$ cat config.mk
export PLATFORM = sky130hd
export DESIGN_NAME = length_sync_frame_receiver
export DESIGN_NICKNAME = d
export VERILOG_FILES = /design/src/hdl/lsfr_pkg.sv /design/src/hdl/length_sync_frame_receiver.sv /design/src/hdl/lsfr_queue.sv /design/src/hdl/lsfr_front.sv /design/src/hdl/lsfr_back.sv
export SDC_FILE = /design/constraint.sdc
export NUM_CORES = 1
export LEC_CHECK = 0
export BUFFER_PORTS_ARGS = -buffer_cell sky130_fd_sc_hd__buf_2
export CAP_MARGIN = 20
export CORE_MARGIN = 2
export CORE_UTILIZATION = 45
export CTS_CLUSTER_SIZE = 12
export DETAILED_ROUTE_END_ITERATION = 8
export GPL_ROUTABILITY_DRIVEN = 0
export PLACE_DENSITY = 0.71
export SYNTH_ARGS = -nofsm -noshare
export SYNTH_HDL_FRONTEND = slang
export SYNTH_SLANG_ARGS = --single-unit
$ cat constraint.sdc
create_clock -name i_clk -period 8.25 [get_ports i_clk]
set_input_delay 2.0625 -clock i_clk [delete_from_list [all_inputs] [get_ports i_clk]]
set_output_delay 2.0625 -clock i_clk [all_outputs]
set_load 0.05 [all_outputs]
$ cat src/hdl/lsfr_pkg.sv
// shared types and constants of the length/sync frame receiver
// depends on nothing; imported by the front end, back end and top level
`default_nettype none

package lsfr_pkg;

    localparam int DATA_W      = 8;
    localparam int TIMEOUT_W   = 16;
    localparam int QUEUE_DEPTH = 2;

    // item opcodes
    localparam logic OP_BYTE = 1'b0;
    localparam logic OP_TICK = 1'b1;

    // special length values
    localparam logic [DATA_W-1:0] EMPTY_LEN      = 8'h00;
    localparam logic [DATA_W-1:0] ALL_ONES_LEN   = 8'hFF;
    localparam logic [DATA_W-1:0] SMALLEST_FRAME = 8'd3;

    // classified input item
    typedef struct packed {
        logic              tick;
        logic [DATA_W-1:0] data;
        logic              buf_free;
        logic              len_reserved;
        logic              len_short;
        logic              len_long;
    } t_item;

    // one result transaction
    typedef struct packed {
        logic              store_valid;
        logic [DATA_W-1:0] store_index;
        logic [DATA_W-1:0] store_data;
        logic              frame_good;
        logic              timed_out;
        logic              short_frame;
        logic              long_frame;
        logic              bad_length;
        logic              bad_sync;
        logic              bad_checksum;
        logic              byte_dropped;
    } t_result;

endpackage

`default_nettype wire

$ cat src/hdl/length_sync_frame_receiver.sv
// top level of the length/sync frame receiver: config registers and queues
// depends on lsfr_pkg, lsfr_queue, lsfr_front and lsfr_back
`default_nettype none

// Receives link bytes and timer ticks as queue transactions and returns at
// most one result transaction per item. A frame is a length byte L, its
// ones' complement as sync byte, L-3 payload bytes and two check bytes (an
// 8-bit running sum and sum of sums over length, sync and payload). Every
// frame byte comes back as a buffer store (length byte at index 0) together
// with event flags; a tick yields a result only when it times a frame out.
// Rate: one item per clock sustained while the result queue has room. A
// pushed item is registered in a short item queue, the back-end state
// machine updates all frame state as it takes the item, and its result
// is registered in a result queue whose head drives the result ports.
// When pop is held low the result queue fills and then the item queue,
// after which full rises. Registers at byte addresses 0 (min_length), 4
// (max_length), 8 (frame_timeout); write them only while no transaction
// is in flight.
module length_sync_frame_receiver #(
    parameter int QUEUE_DEPTH = lsfr_pkg::QUEUE_DEPTH
) (
    input  wire logic        i_clk,
    input  wire logic        i_rst_n,

    // item side
    input  wire logic        push,
    output logic             full,
    input  wire logic        i_opcode,
    input  wire logic [7:0]  i_rx_byte,
    input  wire logic        i_buffer_free,

    // result side
    output logic             empty,
    input  wire logic        pop,
    output logic             o_store_valid,
    output logic [7:0]       o_store_index,
    output logic [7:0]       o_store_data,
    output logic             o_frame_good,
    output logic             o_timed_out,
    output logic             o_short_frame,
    output logic             o_long_frame,
    output logic             o_bad_length,
    output logic             o_bad_sync,
    output logic             o_bad_checksum,
    output logic             o_byte_dropped,

    // configuration port
    input  wire logic        psel,
    input  wire logic        penable,
    input  wire logic        pwrite,
    input  wire logic [3:0]  paddr,
    input  wire logic [31:0] pwdata,
    output logic [31:0]      prdata,
    output logic             pready
);

    import lsfr_pkg::*;

    localparam logic [1:0] REG_MIN_LENGTH    = 2'd0;
    localparam logic [1:0] REG_MAX_LENGTH    = 2'd1;
    localparam logic [1:0] REG_FRAME_TIMEOUT = 2'd2;

    localparam int ITEM_W   = $bits(t_item);
    localparam int RESULT_W = $bits(t_result);

    // configuration registers
    logic [DATA_W-1:0]    r_min_length;
    logic [DATA_W-1:0]    r_max_length;
    logic [TIMEOUT_W-1:0] r_frame_timeout;
    logic                 cfg_write;
    logic [1:0]           reg_index;

    t_item             front_item;
    t_item             queued_item;
    logic [ITEM_W-1:0] queued_bits;
    logic              item_empty;
    logic              item_take;

    t_result             back_result;
    t_result             out_result;
    logic [RESULT_W-1:0] out_bits;
    logic                res_full;
    logic                res_push;

    assign pready    = 1'b1;
    assign reg_index = paddr[3:2];
    assign cfg_write = psel && penable && pwrite && pready;

    always_ff @(posedge i_clk) begin
        if (!i_rst_n) begin
            r_min_length    <= 8'd3;
            r_max_length    <= 8'd254;
            r_frame_timeout <= 16'd1000;
        end else if (cfg_write) begin
            unique case (reg_index)
                REG_MIN_LENGTH:    r_min_length    <= pwdata[DATA_W-1:0];
                REG_MAX_LENGTH:    r_max_length    <= pwdata[DATA_W-1:0];
                REG_FRAME_TIMEOUT: r_frame_timeout <= pwdata[TIMEOUT_W-1:0];
                default: ;
            endcase
        end
    end

    // register read back; byte addresses 12 to 15 read as zero
    always_comb begin
        prdata = '0;
        unique case (reg_index)
            REG_MIN_LENGTH:    prdata = 32'(r_min_length);
            REG_MAX_LENGTH:    prdata = 32'(r_max_length);
            REG_FRAME_TIMEOUT: prdata = 32'(r_frame_timeout);
            default:           prdata = '0;
        endcase
    end

    // front end: classify each byte against the length limits on entry
    lsfr_front u_front (
        .i_opcode      (i_opcode),
        .i_rx_byte     (i_rx_byte),
        .i_buffer_free (i_buffer_free),
        .i_min_length  (r_min_length),
        .i_max_length  (r_max_length),
        .o_item        (front_item)
    );

    // item queue between front and back; full is the input backpressure
    lsfr_queue #(
        .WIDTH (ITEM_W),
        .DEPTH (QUEUE_DEPTH)
    ) u_item_queue (
        .i_clk   (i_clk),
        .i_rst_n (i_rst_n),
        .i_push  (push),
        .o_full  (full),
        .i_data  (front_item),
        .o_empty (item_empty),
        .i_pop   (item_take),
        .o_data  (queued_bits)
    );

    assign queued_item = t_item'(queued_bits);

    // back end: frame state, checksum and timeout
    lsfr_back u_back (
        .i_clk           (i_clk),
        .i_rst_n         (i_rst_n),
        .i_frame_timeout (r_frame_timeout),
        .i_item          (queued_item),
        .i_item_valid    (!item_empty),
        .o_item_take     (item_take),
        .i_res_full      (res_full),
        .o_res_push      (res_push),
        .o_result        (back_result)
    );

    // result queue; its head drives the result ports
    lsfr_queue #(
        .WIDTH (RESULT_W),
        .DEPTH (QUEUE_DEPTH)
    ) u_result_queue (
        .i_clk   (i_clk),
        .i_rst_n (i_rst_n),
        .i_push  (res_push),
        .o_full  (res_full),
        .i_data  (back_result),
        .o_empty (empty),
        .i_pop   (pop),
        .o_data  (out_bits)
    );

    assign out_result     = t_result'(out_bits);
    assign o_store_valid  = out_result.store_valid;
    assign o_store_index  = out_result.store_index;
    assign o_store_data   = out_result.store_data;
    assign o_frame_good   = out_result.frame_good;
    assign o_timed_out    = out_result.timed_out;
    assign o_short_frame  = out_result.short_frame;
    assign o_long_frame   = out_result.long_frame;
    assign o_bad_length   = out_result.bad_length;
    assign o_bad_sync     = out_result.bad_sync;
    assign o_bad_checksum = out_result.bad_checksum;
    assign o_byte_dropped = out_result.byte_dropped;

endmodule

`default_nettype wire

$ cat src/hdl/lsfr_queue.sv
// small register queue with push/full and pop/empty sides
// no dependencies; used for the item queue and the result queue
`default_nettype none

module lsfr_queue #(
    parameter int WIDTH = 8,
    parameter int DEPTH = 2
) (
    input  wire logic             i_clk,
    input  wire logic             i_rst_n,
    input  wire logic             i_push,
    output logic                  o_full,
    input  wire logic [WIDTH-1:0] i_data,
    output logic                  o_empty,
    input  wire logic             i_pop,
    output logic      [WIDTH-1:0] o_data
);

    localparam int PTR_W = (DEPTH > 1) ? $clog2(DEPTH) : 1;
    localparam int CNT_W = $clog2(DEPTH + 1);
    localparam logic [PTR_W-1:0] LAST_PTR = PTR_W'(DEPTH - 1);
    localparam logic [CNT_W-1:0] FULL_CNT = CNT_W'(DEPTH);

    logic [WIDTH-1:0] r_mem [DEPTH];
    logic [PTR_W-1:0] r_wr_ptr, n_wr_ptr;
    logic [PTR_W-1:0] r_rd_ptr, n_rd_ptr;
    logic [CNT_W-1:0] r_count,  n_count;
    logic             do_push, do_pop;

    assign o_full  = (r_count == FULL_CNT);
    assign o_empty = (r_count == '0);
    assign o_data  = r_mem[r_rd_ptr];
    assign do_push = i_push && !o_full;
    assign do_pop  = i_pop && !o_empty;

    always_comb begin
        n_wr_ptr = r_wr_ptr;
        n_rd_ptr = r_rd_ptr;
        n_count  = r_count;
        if (do_push) begin
            n_wr_ptr = (r_wr_ptr == LAST_PTR) ? '0 : PTR_W'(r_wr_ptr + 1'b1);
        end
        if (do_pop) begin
            n_rd_ptr = (r_rd_ptr == LAST_PTR) ? '0 : PTR_W'(r_rd_ptr + 1'b1);
        end
        if (do_push && !do_pop) begin
            n_count = CNT_W'(r_count + 1'b1);
        end else if (do_pop && !do_push) begin
            n_count = CNT_W'(r_count - 1'b1);
        end
    end

    always_ff @(posedge i_clk) begin
        if (!i_rst_n) begin
            r_wr_ptr <= '0;
            r_rd_ptr <= '0;
            r_count  <= '0;
        end else begin
            r_wr_ptr <= n_wr_ptr;
            r_rd_ptr <= n_rd_ptr;
            r_count  <= n_count;
        end
    end

    always_ff @(posedge i_clk) begin
        if (do_push) begin
            r_mem[r_wr_ptr] <= i_data;
        end
    end

endmodule

`default_nettype wire

$ cat src/hdl/lsfr_front.sv
// front end: decodes an incoming item and classifies the byte as a length
// depends on lsfr_pkg
`default_nettype none

module lsfr_front (
    input  wire logic                        i_opcode,
    input  wire logic [lsfr_pkg::DATA_W-1:0] i_rx_byte,
    input  wire logic                        i_buffer_free,
    input  wire logic [lsfr_pkg::DATA_W-1:0] i_min_length,
    input  wire logic [lsfr_pkg::DATA_W-1:0] i_max_length,
    output lsfr_pkg::t_item                  o_item
);

    import lsfr_pkg::*;

    logic [DATA_W-1:0] lo_limit;
    logic              reserved;
    logic              below;

    // a frame shorter than three bytes cannot hold sync and check bytes
    assign lo_limit = (i_min_length < SMALLEST_FRAME) ? SMALLEST_FRAME : i_min_length;
    assign reserved = (i_rx_byte == EMPTY_LEN) || (i_rx_byte == ALL_ONES_LEN);
    assign below    = !reserved && (i_rx_byte < lo_limit);

    always_comb begin
        o_item.tick         = (i_opcode == OP_TICK);
        o_item.data         = i_rx_byte;
        o_item.buf_free     = i_buffer_free;
        o_item.len_reserved = reserved;
        o_item.len_short    = below;
        o_item.len_long     = !reserved && !below && (i_rx_byte > i_max_length);
    end

endmodule

`default_nettype wire

$ cat src/hdl/lsfr_back.sv
// back end: frame state machine, checksum and timeout, one item per cycle while the result queue has room
// depends on lsfr_pkg
`default_nettype none

module lsfr_back (
    input  wire logic                           i_clk,
    input  wire logic                           i_rst_n,
    input  wire logic [lsfr_pkg::TIMEOUT_W-1:0] i_frame_timeout,
    input  wire lsfr_pkg::t_item                i_item,
    input  wire logic                           i_item_valid,
    output logic                                o_item_take,
    input  wire logic                           i_res_full,
    output logic                                o_res_push,
    output lsfr_pkg::t_result                   o_result
);

    import lsfr_pkg::*;

    localparam logic [1:0] MODE_ACQUIRING = 2'd0;
    localparam logic [1:0] MODE_HUNTING   = 2'd1;
    localparam logic [1:0] MODE_SYNCING   = 2'd2;
    localparam logic [1:0] MODE_RECEIVING = 2'd3;

    localparam logic [TIMEOUT_W-1:0] GAP_MAX = '1;

    logic [1:0]           r_mode,      n_mode;
    logic [DATA_W-1:0]    r_bytes_left, n_bytes_left;
    logic [DATA_W-1:0]    r_write_pos, n_write_pos;
    logic [DATA_W-1:0]    r_sum,       n_sum;
    logic [DATA_W-1:0]    r_sum2,      n_sum2;
    logic [DATA_W-1:0]    r_check1,    n_check1;
    logic [TIMEOUT_W-1:0] r_gap,       n_gap;

    logic                 has_result;
    logic [TIMEOUT_W-1:0] gap_inc;
    logic                 len_ok;
    logic [DATA_W-1:0]    b;
    logic [DATA_W-1:0]    sync_sum;

    assign o_item_take = i_item_valid && !i_res_full;
    assign o_res_push  = o_item_take && has_result;

    assign b        = i_item.data;
    assign len_ok   = !i_item.len_reserved && !i_item.len_short && !i_item.len_long;
    assign gap_inc  = (r_gap == GAP_MAX) ? r_gap : TIMEOUT_W'(r_gap + 1'b1);
    assign sync_sum = DATA_W'(r_bytes_left + b);

    always_comb begin
        n_mode       = r_mode;
        n_bytes_left = r_bytes_left;
        n_write_pos  = r_write_pos;
        n_sum        = r_sum;
        n_sum2       = r_sum2;
        n_check1     = r_check1;
        n_gap        = r_gap;
        has_result   = 1'b0;
        o_result     = '0;

        if (i_item.tick) begin
            if (r_mode == MODE_SYNCING || r_mode == MODE_RECEIVING) begin
                n_gap = gap_inc;
                if (gap_inc >= i_frame_timeout) begin
                    n_mode             = MODE_HUNTING;
                    n_bytes_left       = '0;
                    n_gap              = '0;
                    has_result         = 1'b1;
                    o_result.timed_out = 1'b1;
                end
            end
        end else begin
            has_result = 1'b1;
            n_gap      = '0;
            unique case (r_mode)
                MODE_ACQUIRING, MODE_HUNTING: begin
                    if (r_mode == MODE_ACQUIRING && !i_item.buf_free) begin
                        o_result.byte_dropped = 1'b1;
                    end else begin
                        n_mode               = MODE_HUNTING;
                        o_result.short_frame = i_item.len_short;
                        o_result.long_frame  = i_item.len_long;
                        if (len_ok) begin
                            n_bytes_left         = b;
                            n_mode               = MODE_SYNCING;
                            o_result.store_valid = 1'b1;
                            o_result.store_data  = b;
                        end else begin
                            o_result.bad_length = 1'b1;
                        end
                    end
                end
                MODE_SYNCING: begin
                    if (b == ~r_bytes_left) begin
                        o_result.store_valid = 1'b1;
                        o_result.store_index = 8'd1;
                        o_result.store_data  = b;
                        n_sum        = sync_sum;
                        n_sum2       = DATA_W'(r_bytes_left + sync_sum);
                        n_bytes_left = DATA_W'(r_bytes_left - 1'b1);
                        n_write_pos  = 8'd2;
                        n_mode       = MODE_RECEIVING;
                    end else begin
                        // retry the failed sync byte as a fresh length
                        o_result.bad_sync    = 1'b1;
                        o_result.short_frame = i_item.len_short;
                        o_result.long_frame  = i_item.len_long;
                        if (len_ok) begin
                            n_bytes_left         = b;
                            o_result.store_valid = 1'b1;
                            o_result.store_data  = b;
                        end else begin
                            n_mode = MODE_HUNTING;
                        end
                    end
                end
                MODE_RECEIVING: begin
                    o_result.store_valid = 1'b1;
                    o_result.store_index = r_write_pos;
                    o_result.store_data  = b;
                    n_write_pos = DATA_W'(r_write_pos + 1'b1);
                    if (r_bytes_left > 8'd2) begin
                        n_sum        = DATA_W'(r_sum + b);
                        n_sum2       = DATA_W'(r_sum2 + n_sum);
                        n_bytes_left = DATA_W'(r_bytes_left - 1'b1);
                    end else if (r_bytes_left == 8'd2) begin
                        n_check1     = b;
                        n_bytes_left = 8'd1;
                    end else begin
                        n_bytes_left = '0;
                        if (r_sum == r_check1 && r_sum2 == b) begin
                            o_result.frame_good = 1'b1;
                            n_mode              = MODE_ACQUIRING;
                        end else begin
                            o_result.bad_checksum = 1'b1;
                            n_mode                = MODE_HUNTING;
                        end
                    end
                end
                default: begin
                    n_mode = MODE_ACQUIRING;
                end
            endcase
        end
    end

    always_ff @(posedge i_clk) begin
        if (!i_rst_n) begin
            r_mode       <= MODE_ACQUIRING;
            r_bytes_left <= '0;
            r_write_pos  <= '0;
            r_sum        <= '0;
            r_sum2       <= '0;
            r_check1     <= '0;
            r_gap        <= '0;
        end else if (o_item_take) begin
            r_mode       <= n_mode;
            r_bytes_left <= n_bytes_left;
            r_write_pos  <= n_write_pos;
            r_sum        <= n_sum;
            r_sum2       <= n_sum2;
            r_check1     <= n_check1;
            r_gap        <= n_gap;
        end
    end

endmodule

`default_nettype wire
# == Yosys cells after proc, flatten, opt, wreduce, memory -nomap -nowiden ==
# Memories as Yosys holds them, arrays and structs flattened. A register that Yosys moved wholly into a read port is not among the register bits.
# Cells that the tools add are included.
# totals
out_inout_bits,60
elab_cells,198
regBits,98
n_memories,2
in_bits,53
mem_bits_rw,76
# classes
n_eq_ne,21
n_lt_le_gt_ge,5
bitwise,3
reduce_logical,53
addsub,15
muxes,83
# mem_list
name,depth,width,read_ports,rd_clocked_by_memory_dff,write_ports,line_no,source
u_result_queue.r_mem,2,25,1,1,1,lsfr_queue.sv:24,logic [WIDTH-1:0] r_mem [DEPTH];
u_item_queue.r_mem,2,13,1,1,1,lsfr_queue.sv:24,
# op_table
op,count
2-to-1 mux 8 bit,16
2-to-1 mux 16 bit,4
one-hot mux 8 bit (2 select lines),4
one-hot mux 16 bit (3 select lines),1
one-hot mux 8 bit (3 select lines),2
2-to-1 mux 1 bit,36
adder 8 bit,4
2-to-1 mux 2 bit,14
equality test 8 bit,3
logical AND 1 bit,19
2-to-1 mux 18 bit,1
adder 16 x 1 -> 16 bit (second input constant),1
equality test 16 bit (second input constant),1
greater-or-equal comparator 16 bit,1
logical NOT 1 bit,14
equality test 2 bit (second input constant),5
AND reduction 5 bit,2
!= test 3 bit (second input constant),3
adder 8 x 1 -> 8 bit (second input constant),1
equality test 8 x 2 -> 1 bit (second input constant),1
equality test 8 bit (second input constant),1
greater-than comparator 8 x 2 -> 1 bit (second input constant),1
greater-than comparator 8 bit,1
logical NOT 2 bit,4
24 further kinds,40

# == Depth between registers and ports, before layout ==
# depth
ltp_word,12
depth_mapped,20

# == By module ==
# Synthesis repeated with hierarchy kept, for this count alone.
# hier_totals
hier_cells,1074
hier_area_um2,10522.6
# modules_own_cells
module,cells_each,seq_area_each_um2,instances,area_per_inst_um2
lsfr_back,638,1161.1,1,5072.4
lsfr_queue (u_result_queue),103,1601.5,1,2037.0
length_sync_frame_receiver,192,640.6,1,1696.6
lsfr_queue (u_item_queue),65,880.8,1,1166.1
lsfr_front,76,0.0,1,550.5

# == Least setup slack after synthesis ==
# OpenSTA, ideal clock, no wires.
# synth_path
path_kind,input-to-output
startpoint,in paddr[2]
endpoint,out prdata[0]
path_buffers,1
arrival_time_ns,3.715
cell_stages,3
slack_ns,2.473
required_time_ns,6.188
cell_sequence,buf_1 mux2i_1 o21ai_0
# synth_between
elab_chain_len,2
word_cells_on_any_way,4
# synth_lines
item,line_no,source
start: declaration,length_sync_frame_receiver.sv:51,"input wire logic [3:0] paddr,"
equality test 2 bit (tied with other cells),length_sync_frame_receiver.sv:107,unique case (reg_index)
one-hot mux 16 bit (3 select lines) (*),length_sync_frame_receiver.sv:107,
end: declaration,length_sync_frame_receiver.sv:53,"output logic [31:0] prdata,"
# Mark *: on every way between the ends. The rest lies on a longest branch, timed or not.

# == Final worst setup path ==
# layout_path
startpoint,in paddr[3]
endpoint,out prdata[2]
# Same word-level chain as after synthesis.

==> impl_metrics.toml <==
[run_status]
status = "completed"

[route]
ant_nets = 0
vias = 7908
avgRoutedWirePerCell_microns = 16.4
drt_pre_antenna_iters = 5
drt_wl_total_microns = 23200
via_per_inst = 5.59
drt_iter0_markers = 522
drcViolationCount = 0

[clock_tree]
post_cts_buffers = 0
hold_buffers = 0
cts_max_level = 4
cts_buffers = 17
clk_latency_ns = 0.44
cts_resized = 0
cts_sinks = 176
cts.reportedPaths.clkPinSlew_ns = 0.07
cts_tree = "yes"
cts-root-buf = "clkbuf_16"
cts_buffer_depth = 2

[critical_path]
crit_type = "input port to output pin"
crit_fanout = 16
arrival_ns = 3.19
start_kind = "input port"
worstSetupEndpointType = "output pin"
critPathRequiredTime_ns = 6.19

[sta]
clock.fmax_mhz = 190
whs_ns = 0.472
min_period_ns = 5.25
maxSlewViolCount = 0
fin_skew_ns = 0.0181
setup_violations = 0
final-hold-violation-count = 0
tightestPinTransition_ns = 1.10
setup_tns_ns = 0
post-route-period-util = 0.637
rsz0062_at_grt = "no"
maxSlewHeadroom = 0.264

[finish]
final_cell_mix = "117 x nand2_1, 100 x dfxtp_1, 81 x nor2_1, 77 x buf_2, 76 x edfxtp_1"
drive_gt1_frac = 0.164
area_growth_syn_to_layout_pct = 11.1
final_nets = 1238
final_common_cell = "nand2_1"

[placement]
portBuffers = 77
dpl.hpwl_microns = 16700

[synthesis]
avgSynthCellArea_sq_um = 9.71
yosysSeqAreaShare = 0.421
synth_mux_area_frac = 0.0621
synth_top_flop_cell = "dfxtp_1"
yosys.area_share.simple = 0.158
synth_compound_area_frac = 0.150
synthArstFlopShare = 0
synthCells = 1048
synth.distinct_cells = 81
synth_xor_area_frac = 0.0647
synth.yosys.warnings = 0
synth_top_family_by_area = "simple AND/OR/NAND/NOR gates"
synth_adder_area_share = 0.0878
synth_edf_count = 76
synth_area_sq_um = 10200
ys_ff_latch = 176

[power_and_ir_drop]
p_per_area_nw_per_um2 = 244
ir_drop_mv = 0.161
leakage_nw = 4.63

[hold_path]
hp-class = "register to register"

[floorplanning]
ios = 113
rows = 55
die_area_sq_um = 23800
die_y_microns = 154
fp.dieW_microns = 154
start_util = 0.454
coreArea_sq_um = 22400

[global_route]
grt.total_usage = 0.199
grt_antenna_before_repair = 2
grt_overflow = 0
grt_pass1_wl_microns = 38300
grt_pass1_vias = 7626
grt_max_degree = 51

[run]
cap_violations = 0
-- path summary, 6_finish.rpt --
path | start | to | slack (ns) | depth (start not counted)
max reg2reg | register | u_back.r_sum2[7] | 3.27 | 15
max | paddr[3] | prdata[2] | 3.00 | 6
min reg2reg | r_frame_timeout[10] | r_frame_timeout[10] | 0.47 | 2
min | r_frame_timeout[10] | r_frame_timeout[10] | 0.47 | 2
-- through the flow --
stage / instance area (sq um) / instances / power, mW / utilization / setup WS (ns)
after floorplan: 10200 / 1063 / 1.80 / - / 2.47
after global placement: 10700 / 1379 / 1.98 / 0.477 / 2.57
after detailed placement: 10700 / 1379 / 2.00 / 0.477 / 2.47
after CTS: 11300 / 1411 / 2.76 / 0.502 / 2.46
after global routing: 11300 / 1414 / 2.89 / 0.504 / 2.88
final: 11300 / 1415 / 2.76 / 0.504 / 3.00
-- final cells by class --
class / count / area (sq um)
antenna: 1 / 2.50
tap: 285 / 357
inverter: 56 / 210
fill: 2066 / 11100
clock inverter: 13 / 100
sequential: 176 / 4280
timing repair buffer: 92 / 518
multi-input combinational: 773 / 5380
clock buffer: 19 / 444
-- power by group --
part | switching [mW] | total [mW] | internal (mW)
registers | 0.0597 | 1.06 | 0.998
logic | 0.628 | 0.941 | 0.313
clock network | 0.357 | 0.757 | 0.400
total | 1.04 | 2.76 | 1.71
-- logic make-up (layout without fill, tap and decap cells) --
family	count (synthesis)	count (layout)
simple gates	331	331
compound gates	225	225
flops	176	176
buf+inv	114	180
xor+xnor	73	73
fa+ha+maj	69	69
mux	58	58
other cells	2	18
-- Yosys cell counts (all sizes together), types with 7 or more instances --
library cell,instances,area [sq um]
xnor2,44,404
clkbuf,31,166
nor3,15,103
dfxtp,100,2000
nand3,26,135
buf,27,194
nor2,84,330
ha,65,813
o21bai,9,71.3
nand4,18,113
xor2,29,254
a21oi,68,352
mux2,28,315
a21o,16,121
or3,10,72.6
nand2,118,445
o211ai,19,143
and3,21,131
o21ai,38,190
edfxtp,76,2280
mux2i,30,317
and2,12,75.1
a211oi,15,113
nor4,7,43.8
inv,56,210
-- per-layer routing --
metal,GRT usage,wire length [microns]
met5,0,12
met4,0.0639,392
met3,0.0361,1440
met2,0.321,10400
met1,0.271,11000
-- sequential cells by signal, indices dropped and copies added, names as in the netlist, 2 cells and up, named ones only --
| signal | count |
|---|---|
| u_result_queue.r_mem | 50 |
| u_back.r_gap | 16 |
| u_back.r_mode | 2 |
| r_frame_timeout | 16 |
| u_back.r_write_pos | 8 |
| u_item_queue.r_mem | 26 |
| r_min_length | 8 |
| r_max_length | 8 |
| u_item_queue.r_count | 2 |
| u_back.r_check1 | 8 |
| u_back.r_bytes_left | 8 |
| u_back.r_sum | 8 |
| u_result_queue.r_count | 2 |
| u_back.r_sum2 | 8 |
-- critical path, cell delays in order --
cell,delay (ns)
buf_2,0.20
nor2b_1,0.20
buf_4,0.23
nand2_1,0.07
o21ai_0,0.11
buf_2,0.32
(Power assumes the default switching activity.)
